### src/rtl/core/tpswd_pkg.sv
// tpswd_pkg: shared types and constants for the triple press safe window detector
// no dependencies; used by triple_press_safe_window_detector
package tpswd_pkg;

  // configuration register indexes
  localparam int unsigned CFG_INDEX_W = 1;
  localparam logic [CFG_INDEX_W-1:0] REG_PRESS_GAP   = 1'd0;
  localparam logic [CFG_INDEX_W-1:0] REG_SAFE_WINDOW = 1'd1;

  // configuration data width and reset values
  localparam int unsigned CFG_DATA_W = 16;
  localparam logic [CFG_DATA_W-1:0] PRESS_GAP_RESET   = 16'd500;
  localparam logic [CFG_DATA_W-1:0] SAFE_WINDOW_RESET = 16'd3000;

  // timestamp width
  localparam int unsigned TIME_W = 32;

  // gesture event codes
  localparam logic [1:0] EVT_NONE    = 2'd0;
  localparam logic [1:0] EVT_TRIGGER = 2'd1;
  localparam logic [1:0] EVT_SAFE    = 2'd2;

  // one result item
  typedef struct packed {
    logic [1:0] gesture_event;
    logic       window_open;
    logic [1:0] run_count;
  } result_t;

endpackage

### src/rtl/core/triple_press_safe_window_detector.sv
// triple_press_safe_window_detector: button press gesture detector top level
// depends on tpswd_pkg for codes, reset values and the result type
//
//   channel  direction  handshake              payload
//   in       receive    in_valid / in_stall    press_time_ms
//   out      send       out_valid / out_stall  gesture_event, window_open, run_count
//   cfg      receive    cfg_write              cfg_index, cfg_data
//
// each request is evaluated in the cycle it is taken and its result is
// registered, so one request per cycle is sustained while in_stall is low
// a two-entry result buffer (output register plus skid register) keeps taking
// requests while a result waits; in_stall rises only once both entries hold results
// synchronous active-high rst clears the gesture state, the buffer and the
// configuration registers to their default values
module triple_press_safe_window_detector #(
  parameter int unsigned RUN_TRIGGER_COUNT  = 3,
  parameter int unsigned SAFE_CONFIRM_COUNT = 2
) (
  input  logic                              clk,
  input  logic                              rst,
  // press requests
  input  logic                              in_valid,
  output logic                              in_stall,
  input  logic [tpswd_pkg::TIME_W-1:0]      press_time_ms,
  // results
  output logic                              out_valid,
  input  logic                              out_stall,
  output logic [1:0]                        gesture_event,
  output logic                              window_open,
  output logic [1:0]                        run_count,
  // configuration writes
  input  logic                              cfg_write,
  input  logic [tpswd_pkg::CFG_INDEX_W-1:0] cfg_index,
  input  logic [tpswd_pkg::CFG_DATA_W-1:0]  cfg_data
);

  localparam int unsigned RUN_W = $clog2(RUN_TRIGGER_COUNT + 1);
  localparam int unsigned WIN_W = $clog2(SAFE_CONFIRM_COUNT + 1);
  localparam int unsigned TW    = tpswd_pkg::TIME_W;
  localparam int unsigned CW    = tpswd_pkg::CFG_DATA_W;

  // configuration registers
  logic [CW-1:0] press_gap_ms;
  logic [CW-1:0] safe_window_ms;

  // gesture state
  logic [RUN_W-1:0] run_presses;
  logic [TW-1:0]    last_press_time;
  logic             window_armed;
  logic [WIN_W-1:0] window_presses;
  logic [TW-1:0]    window_deadline;

  logic [RUN_W-1:0] run_presses_next;
  logic [TW-1:0]    last_press_time_next;
  logic             window_armed_next;
  logic [WIN_W-1:0] window_presses_next;
  logic [TW-1:0]    window_deadline_next;
  logic [1:0]       event_code;

  // result buffer
  tpswd_pkg::result_t out_result;
  tpswd_pkg::result_t skid_result;
  tpswd_pkg::result_t new_result;
  logic               skid_valid;

  logic          in_take;
  logic          out_take;
  logic [TW-1:0] diff_last;
  logic [TW-1:0] diff_deadline;
  logic          gap_over;
  logic          expired;
  logic [RUN_W-1:0] run_base;
  logic [RUN_W-1:0] run_inc;
  logic [WIN_W-1:0] win_inc;

  assign in_stall = skid_valid;
  assign in_take  = in_valid && !skid_valid;
  assign out_take = out_valid && !out_stall;

  // configuration write port
  always_ff @(posedge clk) begin
    if (rst) begin
      press_gap_ms   <= tpswd_pkg::PRESS_GAP_RESET;
      safe_window_ms <= tpswd_pkg::SAFE_WINDOW_RESET;
    end else if (cfg_write) begin
      case (cfg_index)
        tpswd_pkg::REG_PRESS_GAP:   press_gap_ms   <= cfg_data;
        tpswd_pkg::REG_SAFE_WINDOW: safe_window_ms <= cfg_data;
        default: ;
      endcase
    end
  end

  // wrap-aware time differences read as signed values
  assign diff_last     = press_time_ms - last_press_time;
  assign diff_deadline = press_time_ms - window_deadline;
  assign gap_over = !diff_last[TW-1] && (diff_last[TW-2:0] > (TW-1)'(press_gap_ms));
  assign expired  = !diff_deadline[TW-1] && (diff_deadline != '0);

  assign run_base = gap_over ? '0 : run_presses;
  assign run_inc  = run_base + RUN_W'(1);
  assign win_inc  = window_presses + WIN_W'(1);

  // gesture next state
  always_comb begin
    run_presses_next     = run_presses;
    last_press_time_next = press_time_ms;
    window_armed_next    = window_armed;
    window_presses_next  = window_presses;
    window_deadline_next = window_deadline;
    event_code           = tpswd_pkg::EVT_NONE;
    if (window_armed) begin
      if (expired) begin
        // late press closes the window and starts a new run
        window_armed_next   = 1'b0;
        window_presses_next = '0;
        run_presses_next    = RUN_W'(1);
      end else if (win_inc >= WIN_W'(SAFE_CONFIRM_COUNT)) begin
        // confirmation count reached inside the window
        window_armed_next   = 1'b0;
        window_presses_next = '0;
        run_presses_next    = '0;
        event_code          = tpswd_pkg::EVT_SAFE;
      end else begin
        window_presses_next = win_inc;
      end
    end else begin
      if (run_inc >= RUN_W'(RUN_TRIGGER_COUNT)) begin
        // run complete: arm the safe window
        run_presses_next     = '0;
        window_armed_next    = 1'b1;
        window_presses_next  = '0;
        window_deadline_next = press_time_ms + TW'(safe_window_ms);
        event_code           = tpswd_pkg::EVT_TRIGGER;
      end else begin
        run_presses_next = run_inc;
      end
    end
  end

  assign new_result.gesture_event = event_code;
  assign new_result.window_open   = window_armed_next;
  assign new_result.run_count     = run_presses_next[1:0];

  // gesture state registers
  always_ff @(posedge clk) begin
    if (rst) begin
      run_presses     <= '0;
      last_press_time <= '0;
      window_armed    <= 1'b0;
      window_presses  <= '0;
      window_deadline <= '0;
    end else if (in_take) begin
      run_presses     <= run_presses_next;
      last_press_time <= last_press_time_next;
      window_armed    <= window_armed_next;
      window_presses  <= window_presses_next;
      window_deadline <= window_deadline_next;
    end
  end

  // output register and skid register
  always_ff @(posedge clk) begin
    if (rst) begin
      out_valid  <= 1'b0;
      skid_valid <= 1'b0;
    end else begin
      if (!out_valid || out_take) begin
        if (skid_valid) begin
          out_valid  <= 1'b1;
          skid_valid <= 1'b0;
        end else begin
          out_valid <= in_take;
        end
      end else if (in_take) begin
        skid_valid <= 1'b1;
      end
    end
  end

  // result payloads
  always_ff @(posedge clk) begin
    if (!out_valid || out_take) begin
      if (skid_valid) begin
        out_result <= skid_result;
      end else if (in_take) begin
        out_result <= new_result;
      end
    end else if (in_take) begin
      skid_result <= new_result;
    end
  end

  assign gesture_event = out_result.gesture_event;
  assign window_open   = out_result.window_open;
  assign run_count     = out_result.run_count;

endmodule
### config.mk
export PLATFORM = sky130hd
export DESIGN_NAME = triple_press_safe_window_detector
export DESIGN_NICKNAME = d
export VERILOG_FILES = /design/src/rtl/core/tpswd_pkg.sv /design/src/rtl/core/triple_press_safe_window_detector.sv
export SDC_FILE = /design/constraint.sdc
export NUM_CORES = 1
export LEC_CHECK = 0
export BUFFER_PORTS_ARGS = -buffer_cell sky130_fd_sc_hd__buf_2
export CAP_MARGIN = 20
export CELL_PAD_IN_SITES_DETAIL_PLACEMENT = 1
export CELL_PAD_IN_SITES_GLOBAL_PLACEMENT = 1
export CORE_UTILIZATION = 45
export CTS_BUF_LIST = sky130_fd_sc_hd__clkbuf_8 sky130_fd_sc_hd__clkbuf_16
export DETAILED_ROUTE_END_ITERATION = 8
export PLACE_DENSITY_LB_ADDON = 0.1
export SETUP_SLACK_MARGIN = 0.4
export SKIP_CTS_REPAIR_TIMING = 1
export SLEW_MARGIN = 20
export SYNTH_ARGS = -nofsm -noshare
export SYNTH_HDL_FRONTEND = slang
export SYNTH_SLANG_ARGS = --single-unit
### constraint.sdc
create_clock -name clk -period 11.5 [get_ports clk]
set_input_delay 1.725 -clock clk [delete_from_list [all_inputs] [get_ports clk]]
set_output_delay 1.725 -clock clk [all_outputs]
set_load 0.01 [all_outputs]
==> flow_summary.toml <==
[route]
routedWlPerCell_um = 19.14
drc = 0
drtIter0Drc = 587
viasPerCell = 5.869
wl_mm = 30.40
vias = 9320
ant_nets = 0
drtPass1Iterations = 5

[global_routing]
grtUsageTotal_pct = 28.21
grt_max_degree = 85
grt_pass1_wl_mm = 48.38
first_global_vias = 9320
antenna_found_initial = 1
overflow = 0

[clocking]
root_buffer = "clkbuf_16"
cts_htree_levels = 4
clkSinkCount = 113
clockBufferDepth = 2
clk_latency_ns = 0.43
clk_pin_slew_ns = 0.06
cts_buffers = 17
cts_tree = "yes"

[pwr]
p_int_w = 0.0009353
p_switching_w = 0.0004419
pwr-share-comb_pct = 27.2
p_leak_nw = 4.206
power_frac_seq_pct = 31.1
ir_drop_uv = 102.7
clock_power_share_pct = 41.7
swShare_pct = 32.09
power_w = 0.001377
cellPowerDensity_nw_per_um2 = 129.3

[run_status]
status = "finished clean"

[floorplanning]
die_y_um = 147.8
start_util_pct = 46.52
rows = 52
core_um2 = 20560
die_area_um2 = 21840
die_w_um = 147.8
pin_count = 61

[sta]
fin_crit_ns = 6.377
fmax_mhz = 156.8
hold_viol = 0
finalCritPeriodShare_pct = 55.45
final_max_slew_viol_count = 0
finalSetupViolCount = 0
setup_tns_ns = 0
tightest_slew_ns = 0.9862
rsz0062_at_grt = "false"
fin_skew_ns = 0.01286
slew_headroom_pct = 34.25
setup_ws_ns = 5.123

[logic_synthesis]
synth_top_area_share_pct = 21.56
yosysTopAreaCell = "dfxtp_1"
yosysWarnings = 0
synth_area_um2 = 9564
yosysUniqueCellTypes = 80
seq_area_frac_synth_pct = 24.70
ys.flop_type = "dfxtp_1"
synth_cells = 1273
ys_ff_latch = 113
synth.area.top_cells = "dfxtp_1 (22%), ha_1 (12%), a21oi_1 (7.7%)"
async_reset_ff_share_pct = 0
avgSynthCellArea_um2 = 7.513
syn_nets = 1425
synth_edf_count = 10

[critical_path]
crit_arrival_ns = 6.66
cp-start-kind = "input pin"
worstPathRequired_ns = 11.78
end_kind = "flip-flop"
criticalPathCategory = "in -> reg"
worstPathMaxFanout = 47

[placement]
hpwl_mm = 23.44
io_buffers = 60
post-place-ws_ns = 4.702
placed_area_um2 = 10020
gp_congestion = 0.8721

[finish]
drive_gt1_share_pct = 9.408
multi_input_area_um2 = 6624
synthToLayoutAreaGrowth_pct = 11.39
final_nets = 1457
seq_area_um2 = 2362
final_util_pct = 51.82
diodes = 0
fillers = 2615
final_area_um2 = 10650

[run]
maxCapViolCount = 0

[worst_hold_path]
holdCritPathClass = "reg -> reg"
-- kinds of logic after synthesis --
group	share of synthesized area (%)
and+or+nand+nor	22.45
DFF	24.70
AOI/OAI and AO/OA	25.26
buffers and inverters	6.136
adders and majority gates	13.06
xor gates and xnor gates	5.495
muxes	2.904
-- state kept, by name, summed over array words and instances, names as in the netlist --
signal and cells:
last_press_time 32, window_deadline 32, press_gap_ms 16, safe_window_ms 16, skid_result 5, gesture_event 2, run_count 2, run_presses 2
window_presses 2, in_stall 1, out_valid 1, window_armed 1, window_open 1
-- synth_stat cells (5+ instances only) --
cell type / count
nand2_1: 194
a21oi_1: 147
dfxtp_1: 103
inv_1: 96
ha_1: 95
nor2_1: 91
o21ai_0: 40
clkbuf_1: 39
xor2_1: 33
nand3_1: 29
nand4_1: 28
nor3_1: 27
xnor2_1: 27
a21o_1: 25
o21a_1: 22
mux2i_1: 21
a211oi_1: 19
o211ai_1: 18
a31oi_1: 12
nor2b_1: 12
o31ai_1: 12
and2_1: 11
nand2b_1: 11
and3_1: 10
edfxtp_1: 10
or2_2: 9
or3_1: 9
o21ai_1: 7
a2111oi_0: 6
and4_1: 5
buf_1: 5
mux2_2: 5
o21bai_1: 5
-- through the flow --
| stage | cells | hold WS, ns |
|---|---|---|
| detailed placement | 1556 | 0.4489 |
| floorplan | 1273 | 0.4279 |
| global placement | 1556 | 0.4435 |
| global route | 1588 | 0.4735 |
| CTS | 1588 | 0.4563 |
| finish | 1588 | 0.4537 |
-- placed cells by master, fill, tap and decap left out, types with 5 or more instances in the layout --
master,n
or2_2,9
nor2_1,91
and4_1,5
nand4_1,28
a21o_1,25
and3_1,10
buf_2,60
nor3_1,27
nand2b_1,11
o21bai_1,5
nand3_1,29
edfxtp_1,10
nand2_1,194
or3_1,9
nor2b_1,11
o21a_1,22
o21ai_1,7
a211oi_1,19
a21oi_1,147
mux2_2,5
ha_1,95
xor2_1,33
a31oi_1,12
inv_1,99
a2111oi_0,6
buf_4,5
o21ai_0,40
dfxtp_1,103
mux2i_1,21
xnor2_1,27
o211ai_1,18
and2_1,11
o31ai_1,12
clkbuf_16,18
-- routing by layer --
layer	routed length, um	GRT usage, %
met1	14950	39.66
met2	13890	45.57
met3	1145	3.858
met4	410	6.546
met5	0	0
-- final timing paths --
check | start | to | slack (ns) | cells after the start
setup / recovery | press_time_ms[3] | window_deadline[4]$_SDFFE_PP0P_ | 5.12 | 19
hold / removal | press_gap_ms[12]$_SDFFE_PP0P_ | press_gap_ms[12]$_SDFFE_PP0P_ | 0.45 | 2
hold reg to reg | press_gap_ms[12]$_SDFFE_PP0P_ | press_gap_ms[12]$_SDFFE_PP0P_ | 0.45 | 2
setup reg to reg | last_press_time[1]$_SDFFE_PP0P_ | window_deadline[4]$_SDFFE_PP0P_ | 6.17 | 19
-- layout make-up --
type                            count  area share (%)
Inverter                           96           3.382
Clock buffer                       19           4.357
Sequential cell                   113           22.17
Clock inverter                     13           1.574
Multi-Input combinational cell   1012           62.17
Tap cell                          270           3.171
Timing Repair Buffer               65           3.171
-- power by group through the flow --
stage               sequential (W)  clock [W]  combinational (W)
CTS                       0.000428   0.000580           0.000373
floorplan                 0.000431          0           0.000267
global route              0.000430   0.000596           0.000415
detailed placement        0.000436          0           0.000367
global placement          0.000435          0           0.000358
finish                    0.000428   0.000575           0.000374
-- worst max-delay path: stages --
cell and delay [ns]:
buf_2 0.13, ha_1 0.36, o21a_1 0.15, o31ai_1 0.11, a2111o_1 0.42, a31oi_1 0.27, xor2_1 0.23, ha_1 0.28
and2_1 0.16, a221o_1 0.32, a21o_1 0.18, a211o_1 0.28, a2111oi_0 0.47, and4b_1 0.32, a31oi_1 0.18, nor3_4 0.19
buf_4 0.52, mux2i_1 0.29, nor2_1 0.05
(Power assumes the default switching activity.)
